**config.mk**
```make
export PLATFORM = sky130hd
export DESIGN_NAME = ffca_ctrl
export DESIGN_NICKNAME = d
export VERILOG_FILES = /design/src/hw/rtl/ffca_pkg.sv /design/src/hw/rtl/ffca_ctrl.sv
export SDC_FILE = /design/constraint.sdc
export NUM_CORES = 1
export LEC_CHECK = 0
export BUFFER_PORTS_ARGS = -buffer_cell sky130_fd_sc_hd__buf_2
export CAP_MARGIN = 20
export CORE_ASPECT_RATIO = 0.8
export CORE_MARGIN = 2
export CORE_UTILIZATION = 35
export CTS_CLUSTER_DIAMETER = 120
export DETAILED_ROUTE_END_ITERATION = 12
export GPL_ROUTABILITY_DRIVEN = 0
export PLACE_DENSITY_LB_ADDON = 0.15
export SETUP_SLACK_MARGIN = 0.05
export SLEW_MARGIN = 25
export SYNTH_ARGS = -nofsm -noshare
export SYNTH_HDL_FRONTEND = slang
export SYNTH_SLANG_ARGS = --single-unit
```
**constraint.sdc**
```tcl
create_clock -name clk -period 1.49 [get_ports clk]
set_input_delay 0.0745 -clock clk [delete_from_list [all_inputs] [get_ports clk]]
set_output_delay 0.0745 -clock clk [all_outputs]
set_load 0.005 [all_outputs]
```
**src/hw/rtl/ffca_pkg.sv**
```systemverilog
// ----------------------------------------------------------------------------
// ffca_pkg
// Types and constants shared by the first-fit chunk allocator modules.
// ----------------------------------------------------------------------------
`default_nettype none
package ffca_pkg;
	localparam int FUNC_W = 2;
	localparam int REQ_W  = 13;
	localparam int OFF_W  = 12;
	localparam int ST_W   = 2;
	localparam int LF_W   = 13;
	localparam int CFG_W  = 13;
	localparam logic [CFG_W-1:0] USABLE_RST = 13'd4096;

	typedef enum logic [FUNC_W-1:0] {
		FN_INIT  = 2'd0,
		FN_ALLOC = 2'd1,
		FN_FREE  = 2'd2,
		FN_QUERY = 2'd3
	} func_t;

	typedef enum logic [ST_W-1:0] {
		ST_OK    = 2'd0,
		ST_NOFIT = 2'd1,
		ST_BAD   = 2'd2
	} status_t;

	typedef enum logic [1:0] {
		RD_NONE = 2'd0,
		RD_P    = 2'd1,
		RD_E    = 2'd2
	} rd_sel_t;

	typedef enum logic [2:0] {
		WR_NONE  = 3'd0,
		WR_INIT  = 3'd1,
		WR_NEG   = 3'd2,
		WR_MERGE = 3'd3,
		WR_SPLIT = 3'd4,
		WR_ALLOC = 3'd5
	} wr_sel_t;

	typedef struct packed {
		logic    start;
		rd_sel_t rd_sel;
		wr_sel_t wr_sel;
		logic    load_cur;
		logic    merge;
		logic    advance;
		logic    best_upd;
		logic    set_st;
		status_t st;
		logic    set_gr;
		logic    init;
		logic    load_out;
	} dp_cmd_t;

	typedef struct packed {
		func_t func;
		logic  ready;
		logic  req_zero;
		logic  off_lt_h;
		logic  cond;
		logic  e_lt_end;
		logic  p_lt_h;
		logic  p_eq_h;
		logic  cur_pos;
		logic  cur_neg;
		logic  nxt_pos;
		logic  fit_whole;
		logic  fit_split;
	} dp_stat_t;
endpackage
`default_nettype wire

```
**src/hw/rtl/ffca_ctrl.sv**
```systemverilog
// ----------------------------------------------------------------------------
// ffca_ctrl
// Sequencer for init, allocate, free and query walks over the chunk list.
// ----------------------------------------------------------------------------
`default_nettype none
module ffca_ctrl (
	input  wire logic               clk,
	input  wire logic               arst_n,
	input  wire logic               in_valid,
	output logic                    in_ready,
	output logic                    out_valid,
	input  wire logic               out_ready,
	output ffca_pkg::dp_cmd_t       cmd,
	input  wire ffca_pkg::dp_stat_t stat
);
	import ffca_pkg::*;

	typedef enum logic [8:0] {
		S_IDLE = 9'b0_0000_0001,
		S_DISP = 9'b0_0000_0010,
		S_LD   = 9'b0_0000_0100,
		S_EVAL = 9'b0_0000_1000,
		S_NXT  = 9'b0_0001_0000,
		S_SPL  = 9'b0_0010_0000,
		S_DONE = 9'b0_0100_0000,
		S_SPR  = 9'b0_1000_0000,
		S_MRG  = 9'b1_0000_0000
	} state_t;

	state_t state_q, state_d;
	logic   out_valid_q;
	logic   in_fire;

	assign in_ready = (state_q == S_IDLE);
	assign in_fire  = in_valid && in_ready;

	always_comb begin
		state_d = state_q;
		cmd     = '0;
		case (state_q)
			S_IDLE: begin
				if (in_fire) begin
					cmd.start = 1'b1;
					state_d   = S_DISP;
				end
			end
			S_DISP: begin
				state_d = S_DONE;
				case (stat.func)
					FN_INIT: begin
						cmd.wr_sel = WR_INIT;
						cmd.init   = 1'b1;
					end
					FN_ALLOC: begin
						if (stat.req_zero) begin
							cmd.set_st = 1'b1;
							cmd.st     = ST_BAD;
						end else if (!stat.ready) begin
							cmd.set_st = 1'b1;
							cmd.st     = ST_NOFIT;
						end else begin
							cmd.rd_sel = RD_P;
							state_d    = S_LD;
						end
					end
					FN_FREE: begin
						if (stat.ready && !stat.off_lt_h) begin
							cmd.rd_sel = RD_P;
							state_d    = S_LD;
						end
					end
					default: begin
						if (stat.ready) begin
							cmd.rd_sel = RD_P;
							state_d    = S_LD;
						end
					end
				endcase
			end
			S_LD: begin
				cmd.load_cur = 1'b1;
				state_d      = S_EVAL;
			end
			S_EVAL: begin
				state_d = S_DONE;
				case (stat.func)
					FN_ALLOC: begin
						if (stat.cond) begin
							cmd.rd_sel = RD_E;
							state_d    = S_NXT;
						end else if (stat.fit_whole) begin
							cmd.wr_sel = WR_NEG;
							cmd.set_gr = 1'b1;
						end else if (stat.fit_split) begin
							cmd.wr_sel = WR_SPLIT;
							state_d    = S_SPL;
						end else begin
							cmd.set_st = 1'b1;
							cmd.st     = ST_NOFIT;
						end
					end
					FN_FREE: begin
						if (stat.p_lt_h) begin
							if (stat.e_lt_end) begin
								cmd.rd_sel = RD_E;
								state_d    = S_NXT;
							end
						end else if (stat.p_eq_h && stat.cur_neg) begin
							cmd.wr_sel = WR_NEG;
						end
					end
					FN_QUERY: begin
						if (stat.e_lt_end) begin
							cmd.rd_sel = RD_E;
							state_d    = S_NXT;
						end else begin
							cmd.best_upd = 1'b1;
						end
					end
					default: state_d = S_DONE;
				endcase
			end
			S_NXT: begin
				state_d = S_EVAL;
				if (stat.func != FN_FREE && stat.cur_pos && stat.nxt_pos) begin
					cmd.merge  = 1'b1;
					cmd.wr_sel = WR_MERGE;
					if (stat.func == FN_ALLOC) begin
						state_d = S_MRG;
					end
				end else if (stat.func == FN_ALLOC && !stat.cond) begin
					state_d = S_EVAL;
				end else begin
					cmd.best_upd = 1'b1;
					cmd.advance  = 1'b1;
				end
			end
			S_MRG: begin
				if (stat.e_lt_end) begin
					cmd.rd_sel = RD_E;
					state_d    = S_NXT;
				end else begin
					state_d = S_EVAL;
				end
			end
			S_SPL: begin
				cmd.wr_sel = WR_ALLOC;
				cmd.set_gr = 1'b1;
				state_d    = S_DONE;
			end
			S_DONE: begin
				if (!out_valid_q || out_ready) begin
					cmd.load_out = 1'b1;
					state_d      = S_IDLE;
				end
			end
			default: state_d = S_IDLE;
		endcase
	end

	always_ff @(posedge clk or negedge arst_n) begin
		if (!arst_n) begin
			state_q     <= S_IDLE;
			out_valid_q <= 1'b0;
		end else begin
			state_q <= state_d;
			if (cmd.load_out) begin
				out_valid_q <= 1'b1;
			end else if (out_ready) begin
				out_valid_q <= 1'b0;
			end
		end
	end

	assign out_valid = out_valid_q;

	a_fire_leaves_idle: assert property (@(posedge clk) disable iff (!arst_n)
		in_fire |=> state_q == S_DISP)
		else $error("accepted request did not start a walk");
	a_load_needs_slot: assert property (@(posedge clk) disable iff (!arst_n)
		cmd.load_out && out_valid_q |-> out_ready)
		else $error("result overwritten before its transfer");
	a_load_sets_valid: assert property (@(posedge clk) disable iff (!arst_n)
		cmd.load_out |=> out_valid_q)
		else $error("loaded result not presented");
	a_no_rw_clash: assert property (@(posedge clk) disable iff (!arst_n)
		cmd.rd_sel != RD_NONE |-> cmd.wr_sel == WR_NONE)
		else $error("header store read and write in one cycle");
endmodule
`default_nettype wire

```
# Yosys cells after proc, flatten, opt, wreduce, memory -nomap -nowiden
# Index checks and enable logic that the tools add are counted.
[op_classes]
eq_ne = 14
muxes = 60
n_reduce_logical = 13
[op_table]
columns = ["operator", "n"]
rows = [
  ["9-bit two-way mux", 8],
  ["9-bit one-hot mux with 8 select lines", 1],
  ["9-bit one-hot mux with 3 select lines", 2],
  ["7-bit two-way mux", 4],
  ["3-bit two-way mux", 8],
  ["2-bit two-way mux", 9],
  ["1-bit two-way mux", 17],
  ["2-bit one-hot mux with 3 select lines", 2],
  ["3-bit one-hot mux with 2 select lines", 2],
  ["3-bit one-hot mux with 4 select lines", 1],
  ["9-bit by 1-bit == test with 1-bit output, second input constant", 1],
  ["9-bit by 2-bit == test with 1-bit output, second input constant", 1],
  ["9-bit by 3-bit == test with 1-bit output, second input constant", 1],
  ["9-bit by 4-bit == test with 1-bit output, second input constant", 1],
  ["9-bit by 5-bit == test with 1-bit output, second input constant", 1],
  ["9-bit by 6-bit == test with 1-bit output, second input constant", 1],
  ["9-bit by 7-bit == test with 1-bit output, second input constant", 1],
  ["9-bit == test, second input constant", 1],
  ["4-bit two-way mux", 2],
  ["1-bit logical AND", 6],
  ["5-bit two-way mux", 1],
  ["2-bit == test, second input constant", 2],
  ["2-bit inequality test, second input constant", 2],
  ["1-bit one-hot mux with 2 select lines", 2],
  ["other kinds (8)", 10],
]
[word_totals]
register_bits = 10
in_bits = 18

# Longest topological paths before layout
# Gate-level depths: netlist of the first run.
[logic_depth]
depth_word = 5
depth_mapped = 7
ltp_nobuf = 6

# Worst setup path before layout of the first run
# No wires, ideal clock.
[synth_timing]
path_type = "register to output"
from = "reg state_q[4]"
to = "out cmd[14] (netlist name)"
t_arrival_ns = 1.333
required_time_ns = 1.416
path_slack_ns = 0.083
stages_incl_launch_ff = 5
path_cell_list = "dfrtp_1 buf_6 nor4_4 nand3_2 o32ai_1"
[synth_lines]
columns = ["element", "line_no", "source"]
rows = [
  ["from (decl)", "ffca_ctrl.sv:30", "state_t state_q, state_d;"],
  ["from (signal assigned)", "ffca_ctrl.sv:166", "state_q <= state_d;"],
  ["to (decl)", "ffca_ctrl.sv:13", "output ffca_pkg::dp_cmd_t cmd,"],
]

==> impl_results.md, run 1 <==
- Critical path arrival: 1.82 ns
- Vias: 1222
- TNS Setup: -5.71 ns
- Pin count of the biggest net entering global routing: 11
- Leakage: 0.000814 uW
- Antenna viol nets, final: 0
- Cell area after synthesis: 972 sq um
- Cell-by-cell listing of the critical path: nor4_4 > buf_4 > nand3_4 > nor3_1 > o21a_1 > buf_2
- Net Count, Synth: 141
- Largest family of logic cells by synthesized area: simple AND/OR/NAND/NOR gates
- #FFs+latches synth: 9
- Register area share after synthesis: 23.3%
- Ys flop type: dfrtp_1
- Top Usage Layer GRT: met2
- Worst Hold Launch: in_valid
- Critical Path Slowest Stage Cell: dfrtp_1
- Site row count: 17
- Ant diodes: 0
- Status: finished, violations left
- Sink Count: 9
- Post-Synth Adder-Cell Area: 9.01%
- Post-synth top area share: 20.6%
- RSZ-0062 raised after global routing: yes
- Top-Level Pins: 36
- Ratio of cells with drive above 1 in the final layout: 55.9%
- Initial core utilization: 36.0%
- Clk Latency, worst-skew pair: 0.28 ns
- Filler Cells Inserted: 232
- Synth warnings: 0
- Number of DRC markers in iteration 0: 62
- Final setup vio count: 22
- Async set or reset register ratio after synthesis: 100%
- VDD IR max: 476 uV
- Vias/cell: 5.41
- Clk root buf: clkbuf_4
- Number of antenna violations at the first check in global routing: 0
- Relative slew slack: 73.3%
- Die Y: 51.1 microns
- Simple-Gate Fraction of Synth Area: 40.8%
- Required time of the critical path: 1.42 ns
- Hold endpoint: state_q[1]
- CP startpoint: state_q[5]
- Power Density: 867 nW/um^2
- Syn Area/Cell: 8.38 sq um
- R2R depth: 6
- Port bufs: 35
- Post-Syn Instances: 116
- Global-route wire length before repair: 5380 microns
- Clock Skews: 0.00400 ns
- Max H-tree Level: 1
- Number of synthesized flops with an enable pin: 0
- Met1 usage: 27.3%
- Number of global-route vias before repair: 1140
- Residual DRC: 0
- Fmax: 527 MHz
- Clk slew on worst S/H paths: 0.07 ns
- Core ar.: 2700 sq um
- Final slew viol count: 0
- R2R Path Start: state_q[1]
- Crit path buf inv count: 2
- Post-DP HPWL: 2370 microns
- Mux cell area share after synthesis: 0%
- Max cap viols: 0
- Compound-gate portion of the synthesized area: 20.1%
- Full die area: 3220 sq um
- Met2 GRT Util: 38.1%
- Failing checks: setup timing
- Crit Path Class: register to primary output
- Worst min path class: input pin to register
- Met3 usage: 5.07%
- Grt ovf: 0
- Measured slew at the worst slew-check pin: 0.401 ns
- Final min period: 1.90 ns
- Slowest stage delay, CP: 0.43 ns
- Crit. path cell count: 6
- Hold violation total from the final report: 0
- RR Endpoint: state_q[3]
- Yosys cell types: 43
- Cts bufs inserted: 3
- CP top delay family: simple AND/OR/NAND/NOR gates
- Xor and xnor area share after synthesis: 0.901%
- Routed WL: 3540 microns
- Flop-to-flop setup slack: -0.24 ns
- Crit Path Max Fanout: 5
- Clock Path Buffers: 2
- WHS Path Cells: 2
- Fin crit share: 127%
- Worst Setup Slack, final: -0.408 ns
- Global Route Usage Sum: 21.7%
- DRT Pass-1 Iters: 4
- WL/cell: 15.7 microns
- Critical Path Start Type: register
- Final #Nets: 214
- PnR Total Power: 1500 uW
- CP endpoint kind: primary output
- Layout Area Growth over Synthesis: 78.1%
- Largest area contributor in the netlist: dfrtp_1
- CTS tree: built
- Largest cells by area after synthesis: dfrtp_1 (21%), ha_1 (9.0%), nor2b_1 (5.1%), nor4_4 (4.4%), nor2_1 (4.2%)
- Die width: 62.9 microns
## worst reg2reg max path: cells and delay by family (launching register included)
kind | cells | cell delay (ns)
compound gates | 1 | 0.20
buf+inv | 2 | 0.38
flops | 1 | 0.44
simple gates | 3 | 0.65
## worst max path at each step
| stage | endpoint |
|---|---|
| CTS | cmd[6] |
| floorplan | cmd[14] |
| finish | cmd[3] |
| detailed placement | cmd[11] |
| global route | cmd[3] |
| global placement | cmd[11] |
## layout make-up
| cell class | count | area (sq um) | area share [%] |
|---|---|---|---|
| Multi-Input combinational cell | 95 | 867 | 50.1 |
| Sequential cell | 9 | 228 | 13.2 |
| Inverter | 9 | 33.8 | 1.95 |
| Clock buffer | 4 | 26.3 | 1.52 |
| Tap cell | 38 | 47.5 | 2.75 |
| Timing Repair Buffer | 71 | 529 | 30.6 |
## layer usage
metal  vias up  part of all wire [%]
met4         0                   1.8
met3         8                   4.3
met5         -                     0
met2        36                    48
li1        572                     -
met1       606                    46
## Yosys cell counts (2+ instances only)
cell type  instances
nand2b_1           4
a21oi_1            4
nor2b_1            8
nor3_1             3
nor3b_1            2
and2_1             4
a32oi_1            3
nor3_2             2
nand3_1            2
nand4_1            3
o22ai_1            3
inv_1              9
nor4_1             2
and3_1             3
o21ai_0            3
nand2_1            4
nor4_4             2
o32ai_1            3
o21bai_1           3
ha_1               7
dfrtp_1            8
nor2_1            11
nand3_2            3
## flip-flops by register name (all words and copies together) (netlist names)
name and cells:
state_q 8, out_valid 1
## repair_timing
item	CTS	global route
endpoints found under the hold margin	9	0
hold buffers	1	0
pin swaps	23	16
cloned	0	0
setup endpoints to repair	22	25
setup buffers	16	3
resized for setup	36	14
## cell usage in the layout (no fill, tap or decap), types with 2 or more instances in the layout
master    count
nor3_4        2
buf_4        24
o21ai_0       3
a21oi_1       3
o21bai_1      3
and3_4        3
ha_1          7
inv_1         9
buf_6        15
nor4_4        4
o22ai_1       3
nand2_1       3
buf_2        30
nor2b_1       7
clkbuf_4      3
dfrtp_1       7
nor2_2        2
nand3_4       3
nor2_1        8
and2_4        3
a32oi_1       3
nand4_1       3
nand2b_1      4
nor3_1        2
nor2_4        2
## stage by stage
stage	hold WS, ns	setup slack, ns	util (%)	instance area (sq um)	std cells
2_1_floorplan	-0.221	0.0829	-	972	116
3_3_place_gp	-0.0544	-0.0739	49.2	1330	207
3_5_place_dp	-0.0496	-0.0847	49.2	1330	207
4_1_cts	0.0253	-0.343	61.0	1650	224
5_1_grt	0.0546	-0.504	64.1	1730	226
6_report	0.0649	-0.408	64.1	1730	226
## kinds of logic after synthesis
kind of cell               after synthesis
and+or+nand+nor                         60
AOI/OAI and AO/OA                       27
buffers and inverters                   12
DFF                                      9
adders and majority gates                7
xor gates and xnor gates                 1
## where the power goes
group          internal, uW  switching, uW  total, uW  leakage (uW)
Combinational           540            407        947      0.000680
Clock                   104            108        212     0.0000150
Sequential              290           53.9        344      0.000120
Total                   934            568       1500      0.000814
(Power assumes the default switching activity.)
==> run 2: changes to the inputs <==
Settings changed: CORE_UTILIZATION 35 to 34.
==> run 2 against run 1 <==
  * The flow still finishes with violations (setup timing)
  * Register-to-register slack improved by 0.07 ns
  * Critical path type unchanged
  * Clock power decreased by 6%
  * First-iteration DRC count decreased by 35%
  * Combinational power decreased by 15%
  * Largest cell class unchanged
  * Via count decreased by 2.2%
  * Sequential power about the same
  * Final cell count decreased by 0.44%
  * Wire length decreased by 9.6%
==> impl_results.md, run 2 (synthesized netlist as in run 1, its figures left out) <==
- Final #Nets: 213 (was 214)
- Pin count of the biggest net entering global routing: 10 (was 11)
- Crit Path Max Fanout: 3 (was 5)
- Final slew viol count: 0 (unchanged)
- Grt ovf: 0 (unchanged)
- RSZ-0062 raised after global routing: yes (unchanged)
- WL/cell: 14.2 microns (was 15.7 microns)
- Post-DP HPWL: 2300 microns (was 2370 microns)
- Max H-tree Level: 1 (unchanged)
- Commonest non-fill, non-tap cell in the layout: buf_2 (unchanged)
- Initial core utilization: 35.4% (was 36.0%)
- Routed WL: 3200 microns (was 3540 microns)
- Top-Level Pins: 36 (unchanged)
- PnR Total Power: 1350 uW (was 1500 uW)
- Non-filler cells, final: 225 (was 226)
- Die width: 63.8 microns (was 62.9 microns)
- Crit. path cell count: 6 (unchanged)
- Most frequent cells in the layout: buf_2 (30), buf_4 (26), buf_6 (13), inv_1 (9) (was buf_2 (30), buf_4 (24), buf_6 (15), inv_1 (9), nor2_1 (8))
- Fmax: 553 MHz (was 527 MHz)
- Status: finished, violations left (unchanged)
- Site row count: 17 (unchanged)
- VDD IR max: 348 uV (was 476 uV)
- Layout Area Growth over Synthesis: 73.2% (was 78.1%)
- Crit path buf inv count: 3 (was 2)
- Power Density: 799 nW/um^2 (was 867 nW/um^2)
- Critical path arrival: 1.73 ns (was 1.82 ns)
- Crit path to: cmd[15] (was cmd[3])
- Number of DRC markers in iteration 0: 40 (was 62)
- Global-route wire length before repair: 5090 microns (was 5380 microns)
- Largest register FFs: 8 (unchanged)
- Vias/cell: 5.31 (was 5.41)
- Final setup vio count: 20 (was 22)
- Cts bufs inserted: 3 (unchanged)
- Global Route Usage Sum: 20.0% (was 21.7%)
- Max cap viols: 0 (unchanged)
- Port bufs: 35 (unchanged)
- Hold violation total from the final report: 0 (unchanged)
- Number of global-route vias before repair: 1074 (was 1140)
- Critical Path Start Type: register (unchanged)
- Ratio of cells with drive above 1 in the final layout: 56.7% (was 55.9%)
- Critical Path Slowest Stage Cell: dfrtp_1 (unchanged)
- Failing checks: setup timing (unchanged)
- Fin crit share: 121% (was 127%)
- Clk root buf: clkbuf_4 (unchanged)
- Leakage: 0.000813 uW (was 0.000814 uW)
- Sink Count: 9 (unchanged)
- CP startpoint: state_q[8] (was state_q[5])
- Measured slew at the worst slew-check pin: 0.372 ns (was 0.401 ns)
- Cell-by-cell listing of the critical path: nor4_4 > buf_4 > buf_6 > and3_4 > and2_4 > buf_6 (was nor4_4 > buf_4 > nand3_4 > nor3_1 > o21a_1 > buf_2)
- Flop-to-flop setup slack: -0.17 ns (was -0.24 ns)
- Placed Cells: 211 (was 207)
- Vias: 1195 (was 1222)
- Fin util: 61.4% (was 64.1%)
- RR Endpoint: state_q[3] (unchanged)
- CP endpoint kind: primary output (unchanged)
- Final min period: 1.81 ns (was 1.90 ns)
- Crit Path Class: register to primary output (unchanged)
- TNS Setup: -4.45 ns (was -5.71 ns)
- Ant diodes: 0 (unchanged)
- Core ar.: 2740 sq um (was 2700 sq um)
- Full die area: 3310 sq um (was 3220 sq um)
- Worst Setup Slack, final: -0.319 ns (was -0.408 ns)
- Most common cell on crit path: buf_6
- DRT Pass-1 Iters: 4 (unchanged)
- CTS tree: built (unchanged)
- Reg with most FFs: state_q (unchanged)
- Die Y: 51.8 microns (was 51.1 microns)
- Placement Setup Slack: -0.0991 ns (was -0.0847 ns)
- Clk Latency, worst-skew pair: 0.26 ns (was 0.28 ns)
- Clk slew on worst S/H paths: 0.07 ns (about the same)
- Clock Skews: 0.00142 ns (was 0.00400 ns)
- Antenna viol nets, final: 0 (unchanged)
- Number of antenna violations at the first check in global routing: 0 (unchanged)
- Relative slew slack: 75.1% (was 73.3%)
- Slowest stage delay, CP: 0.44 ns (was 0.43 ns)
- Clock Path Buffers: 2 (unchanged)
- Residual DRC: 0 (unchanged)
- Required time of the critical path: 1.42 ns (about the same)
- R2R depth: 6 (unchanged)
- Worst min path class: input pin to register (unchanged)
- CP top delay family: simple AND/OR/NAND/NOR gates (unchanged)
- R2R Path Start: state_q[3] (was state_q[1])
==> run 2: changes by cell type in the layout (fill, tap and decap cells not counted), sizes merged <==
cell and change:
buf -1
==> run 2: metrics by stage <==
step                cell area, sq um  hold slack (ns)
floorplan                        972           -0.221
global placement                1360          -0.0546
detailed placement              1360          -0.0508
CTS                             1580           0.0341
global route                    1680           0.0599
finish                          1680           0.0574
==> run 2: timing repair <==
action,in CTS,in global routing
pin swaps,18,8
endpoints found under the setup margin,23,24
setup buffers,9,2
gates resized for setup,27,18
hold endpoints to repair,9,0
hold buffers,1,0
==> run 2: worst min-delay path by stage <==
| stage | start | cells past startpoint | to | slack, ns |
|---|---|---|---|---|
| after floorplan | arst_n | 0 | out_valid | -0.22 |
| after detailed placement | arst_n | 1 | state_q[1] | -0.05 |
| after global routing | in_valid | 2 | state_q[1] | 0.06 |
| final | in_valid | 2 | state_q[1] | 0.06 |
| after global placement | arst_n | 1 | state_q[3] | -0.05 |
| after CTS | in_valid | 2 | state_q[1] | 0.03 |
==> run 2: metal layers <==
metal	vias to the layer above	global-route usage, %	part of all wire [%]
met5	-	0	0
met4	0	2.54	0
met3	0	5.41	5.0
met2	37	31.1	47
met1	584	28.4	48
li1	574	-	-
==> run 2: worst register-to-register path, cell delays in order, from the launching register on <==
cell,delay (ns)
dfrtp_2,0.44
nor4_4,0.36
buf_4,0.19
nand4b_1,0.14
buf_4,0.18
o22ai_2,0.15
or2_2,0.14
==> run 2: report_power, final <==
group,total [uW],switching (uW),internal (uW)
Clock,200,96.8,103
Combinational,802,347,456
Sequential,343,54.3,289
==> run 2: area by class of cell <==
cell class | instances | area, sq um
inverter | 9 | 33.8
sequential | 9 | 230
timing repair buffer | 70 | 502
fill | 222 | 1060
multi-input combinational | 95 | 845
tap | 38 | 47.5
clock buffer | 4 | 26.3
==> run 3: changes to the inputs <==
Settings changed: GPL_TIMING_DRIVEN set to 0, REMOVE_ABC_BUFFERS set to 1.
==> run 3 against run 2 <==
  * Worst setup slack lost 0.045 ns
  * Largest power group unchanged
  * Sequential share of layout area increased by 2.2 points
  * Via count shrank 6.1%
  * Clock skew is 0.0080 ns higher
  * Critical endpoint is now cmd[14]
  * The flow still finishes with violations (setup timing)
  * Die area is the same
==> impl_results.md, run 3 (synthesized netlist as in run 1, its figures left out) <==
- Status: finished, violations left (unchanged)
- Failing checks: setup timing (unchanged)
- Crit Path Max Fanout: 4 (was 3)
- Largest register FFs: 8 (unchanged)
- Die Y: 51.8 microns (unchanged)
- Comb power frac: 53.0% (was 59.6%)
- Measured slew at the worst slew-check pin: 0.385 ns (was 0.372 ns)
- Fin crit share: 124% (was 121%)
- Crit Path Class: register to primary output (unchanged)
- Relative slew slack: 73.7% (was 75.1%)
- Post-DP HPWL: 2020 microns (was 2300 microns)
- Layout Area Growth over Synthesis: 52.1% (was 73.2%)
- Slowest stage delay, CP: 0.43 ns (was 0.44 ns)
- Sink Count: 9 (unchanged)
- Clock Path Buffers: 2 (unchanged)
- CP top delay family: simple AND/OR/NAND/NOR gates (unchanged)
- R2R Path Start: state_q[1] (was state_q[3])
- Leakage: 0.000709 uW (was 0.000813 uW)
- Critical path arrival: 1.78 ns (was 1.73 ns)
- Hold_ws: 0.0385 ns (was 0.0574 ns)
- Grt ovf: 0 (unchanged)
- Max cap viols: 0 (unchanged)
- Clk root buf: clkbuf_4 (unchanged)
- Worst Setup Slack, final: -0.364 ns (was -0.319 ns)
- Routed WL: 2990 microns (was 3200 microns)
- Number of antenna violations at the first check in global routing: 0 (unchanged)
- Crit path to: cmd[14] (was cmd[15])
- Multi-input combinational cell area: 797 sq um (was 845 sq um)
- Critical Path Start Type: register (unchanged)
- Fmax: 539 MHz (was 553 MHz)
- Cell-by-cell listing of the critical path: nor4_4 > buf_4 > nand3_2 > o32ai_2 > buf_2 (was nor4_4 > buf_4 > buf_6 > and3_4 > and2_4 > buf_6)
- Top-Level Pins: 36 (unchanged)
- Max H-tree Level: 1 (unchanged)
- Critical Path Slowest Stage Cell: dfrtp_2 (was dfrtp_1)
- Full die area: 3310 sq um (unchanged)
- Residual DRC: 0 (unchanged)
- Worst Hold Launch: in_valid (unchanged)
- Clk slew on worst S/H paths: 0.07 ns (about the same)
- Fin util: 53.9% (was 61.4%)
- WL/cell: 14.4 microns (was 14.2 microns)
- Clk pwr share: 17.1% (was 14.9%)
- Number of global-route vias before repair: 985 (was 1074)
- Worst min path class: input pin to register (unchanged)
- Commonest non-fill, non-tap cell in the layout: buf_2 (unchanged)
- DRT Pass-1 Iters: 4 (unchanged)
- Ratio of cells with drive above 1 in the final layout: 50.6% (was 56.7%)
- Initial core utilization: 35.4% (unchanged)
- Internal power: 725 uW (was 848 uW)
- Die width: 63.8 microns (unchanged)
- Flop-to-flop setup slack: -0.29 ns (was -0.17 ns)
- Pin count of the biggest net entering global routing: 11 (was 10)
- Global Route Usage Sum: 18.3% (was 20.0%)
- RSZ-0062 raised after global routing: yes (unchanged)
- Seq pwr share: 29.9% (was 25.5%)
- Ant diodes: 0 (unchanged)
- Filler Cells Inserted: 258 (was 222)
- Port bufs: 35 (unchanged)
- Final setup vio count: 22 (was 20)
- Reg with most FFs: state_q (unchanged)
- Vias/cell: 5.39 (was 5.31)
- Crit path buf inv count: 2 (was 3)
- Site row count: 17 (unchanged)
- Net Sw Frac: 39.2% (was 37.0%)
- CP endpoint kind: primary output (unchanged)
- Required time of the critical path: 1.42 ns (about the same)
- RR Endpoint: state_q[3] (unchanged)
- CP startpoint: state_q[8] (unchanged)
- Final slew viol count: 0 (unchanged)
- Antenna viol nets, final: 0 (unchanged)
- Most frequent cells in the layout: buf_2 (32), buf_4 (15), inv_1 (9), nor2b_1 (8) (was buf_2 (30), buf_4 (26), buf_6 (13), inv_1 (9))
- CTS tree: built (unchanged)
- R2R depth: 6 (unchanged)
- Final #Nets: 196 (was 213)
- Clk Latency, worst-skew pair: 0.27 ns (was 0.26 ns)
- Sw power: 467 uW (was 498 uW)
- Cts bufs inserted: 3 (unchanged)
- Clock Skews: 0.00946 ns (was 0.00142 ns)
- Reg area: 235 sq um (was 230 sq um)
- Vias: 1122 (was 1195)
- Global-route wire length before repair: 4690 microns (was 5090 microns)
- Crit. path cell count: 5 (was 6)
- Power Density: 806 nW/um^2 (was 799 nW/um^2)
- Core ar.: 2740 sq um (unchanged)
- VDD IR max: 389 uV (was 348 uV)
- Number of DRC markers in iteration 0: 56 (was 40)
- Hold violation total from the final report: 0 (unchanged)
- Final min period: 1.85 ns (was 1.81 ns)
-- run 3: worst min path at each step --
stage          slack [ns]          to  cells past startpoint
2_1_floorplan       -0.22   out_valid                      0
3_3_place_gp        -0.05  state_q[3]                      1
3_5_place_dp        -0.05  state_q[3]                      1
4_1_cts              0.04  state_q[1]                      2
5_1_grt              0.04  state_q[1]                      2
6_report             0.04  state_q[1]                      2
-- run 3: repair_timing --
action | CTS | global route
gates resized for setup | 25 | 8
hold buffers | 1 | 0
setup endpoints to repair | 22 | 23
buffers inserted | 12 | 5
endpoints found under the hold margin | 9 | 0
pin swaps | 16 | 10
-- run 3: layout make-up --
type	count	share of cell area [%]
multi-input combinational	95	53.9
timing repair buffer	53	22.9
sequential	9	15.9
tap	38	3.21
inverter	9	2.28
clock buffer	4	1.78
-- run 3: layer usage --
metal / global-route usage, % / share of wire (%) / wire length (microns)
met2: 27.6 / 48 / 1440
met4: 2.17 / 0 / 0
met3: 6.06 / 6.5 / 193
met5: 0 / 0 / 0
met1: 25.9 / 45 / 1360
-- run 3: power groups by stage --
stage	registers, uW	clock network [uW]	logic (uW)
floorplan	332	0	281
global placement	341	0	407
detailed placement	344	0	407
CTS	356	205	566
global route	360	216	687
finish	356	204	632
-- run 3: per-stage QoR --
stage | TNS, ns | setup slack (ns) | cells | area, sq um | power [uW]
5_1_grt | -6.32 | -0.429 | 208 | 1480 | 1260
3_5_place_dp | -1.95 | -0.292 | 186 | 1170 | 750
4_1_cts | -4.55 | -0.323 | 203 | 1410 | 1130
2_1_floorplan | 0 | 0.0851 | 113 | 948 | 613
3_3_place_gp | -1.75 | -0.263 | 186 | 1170 | 748
6_report | -4.86 | -0.364 | 208 | 1480 | 1190
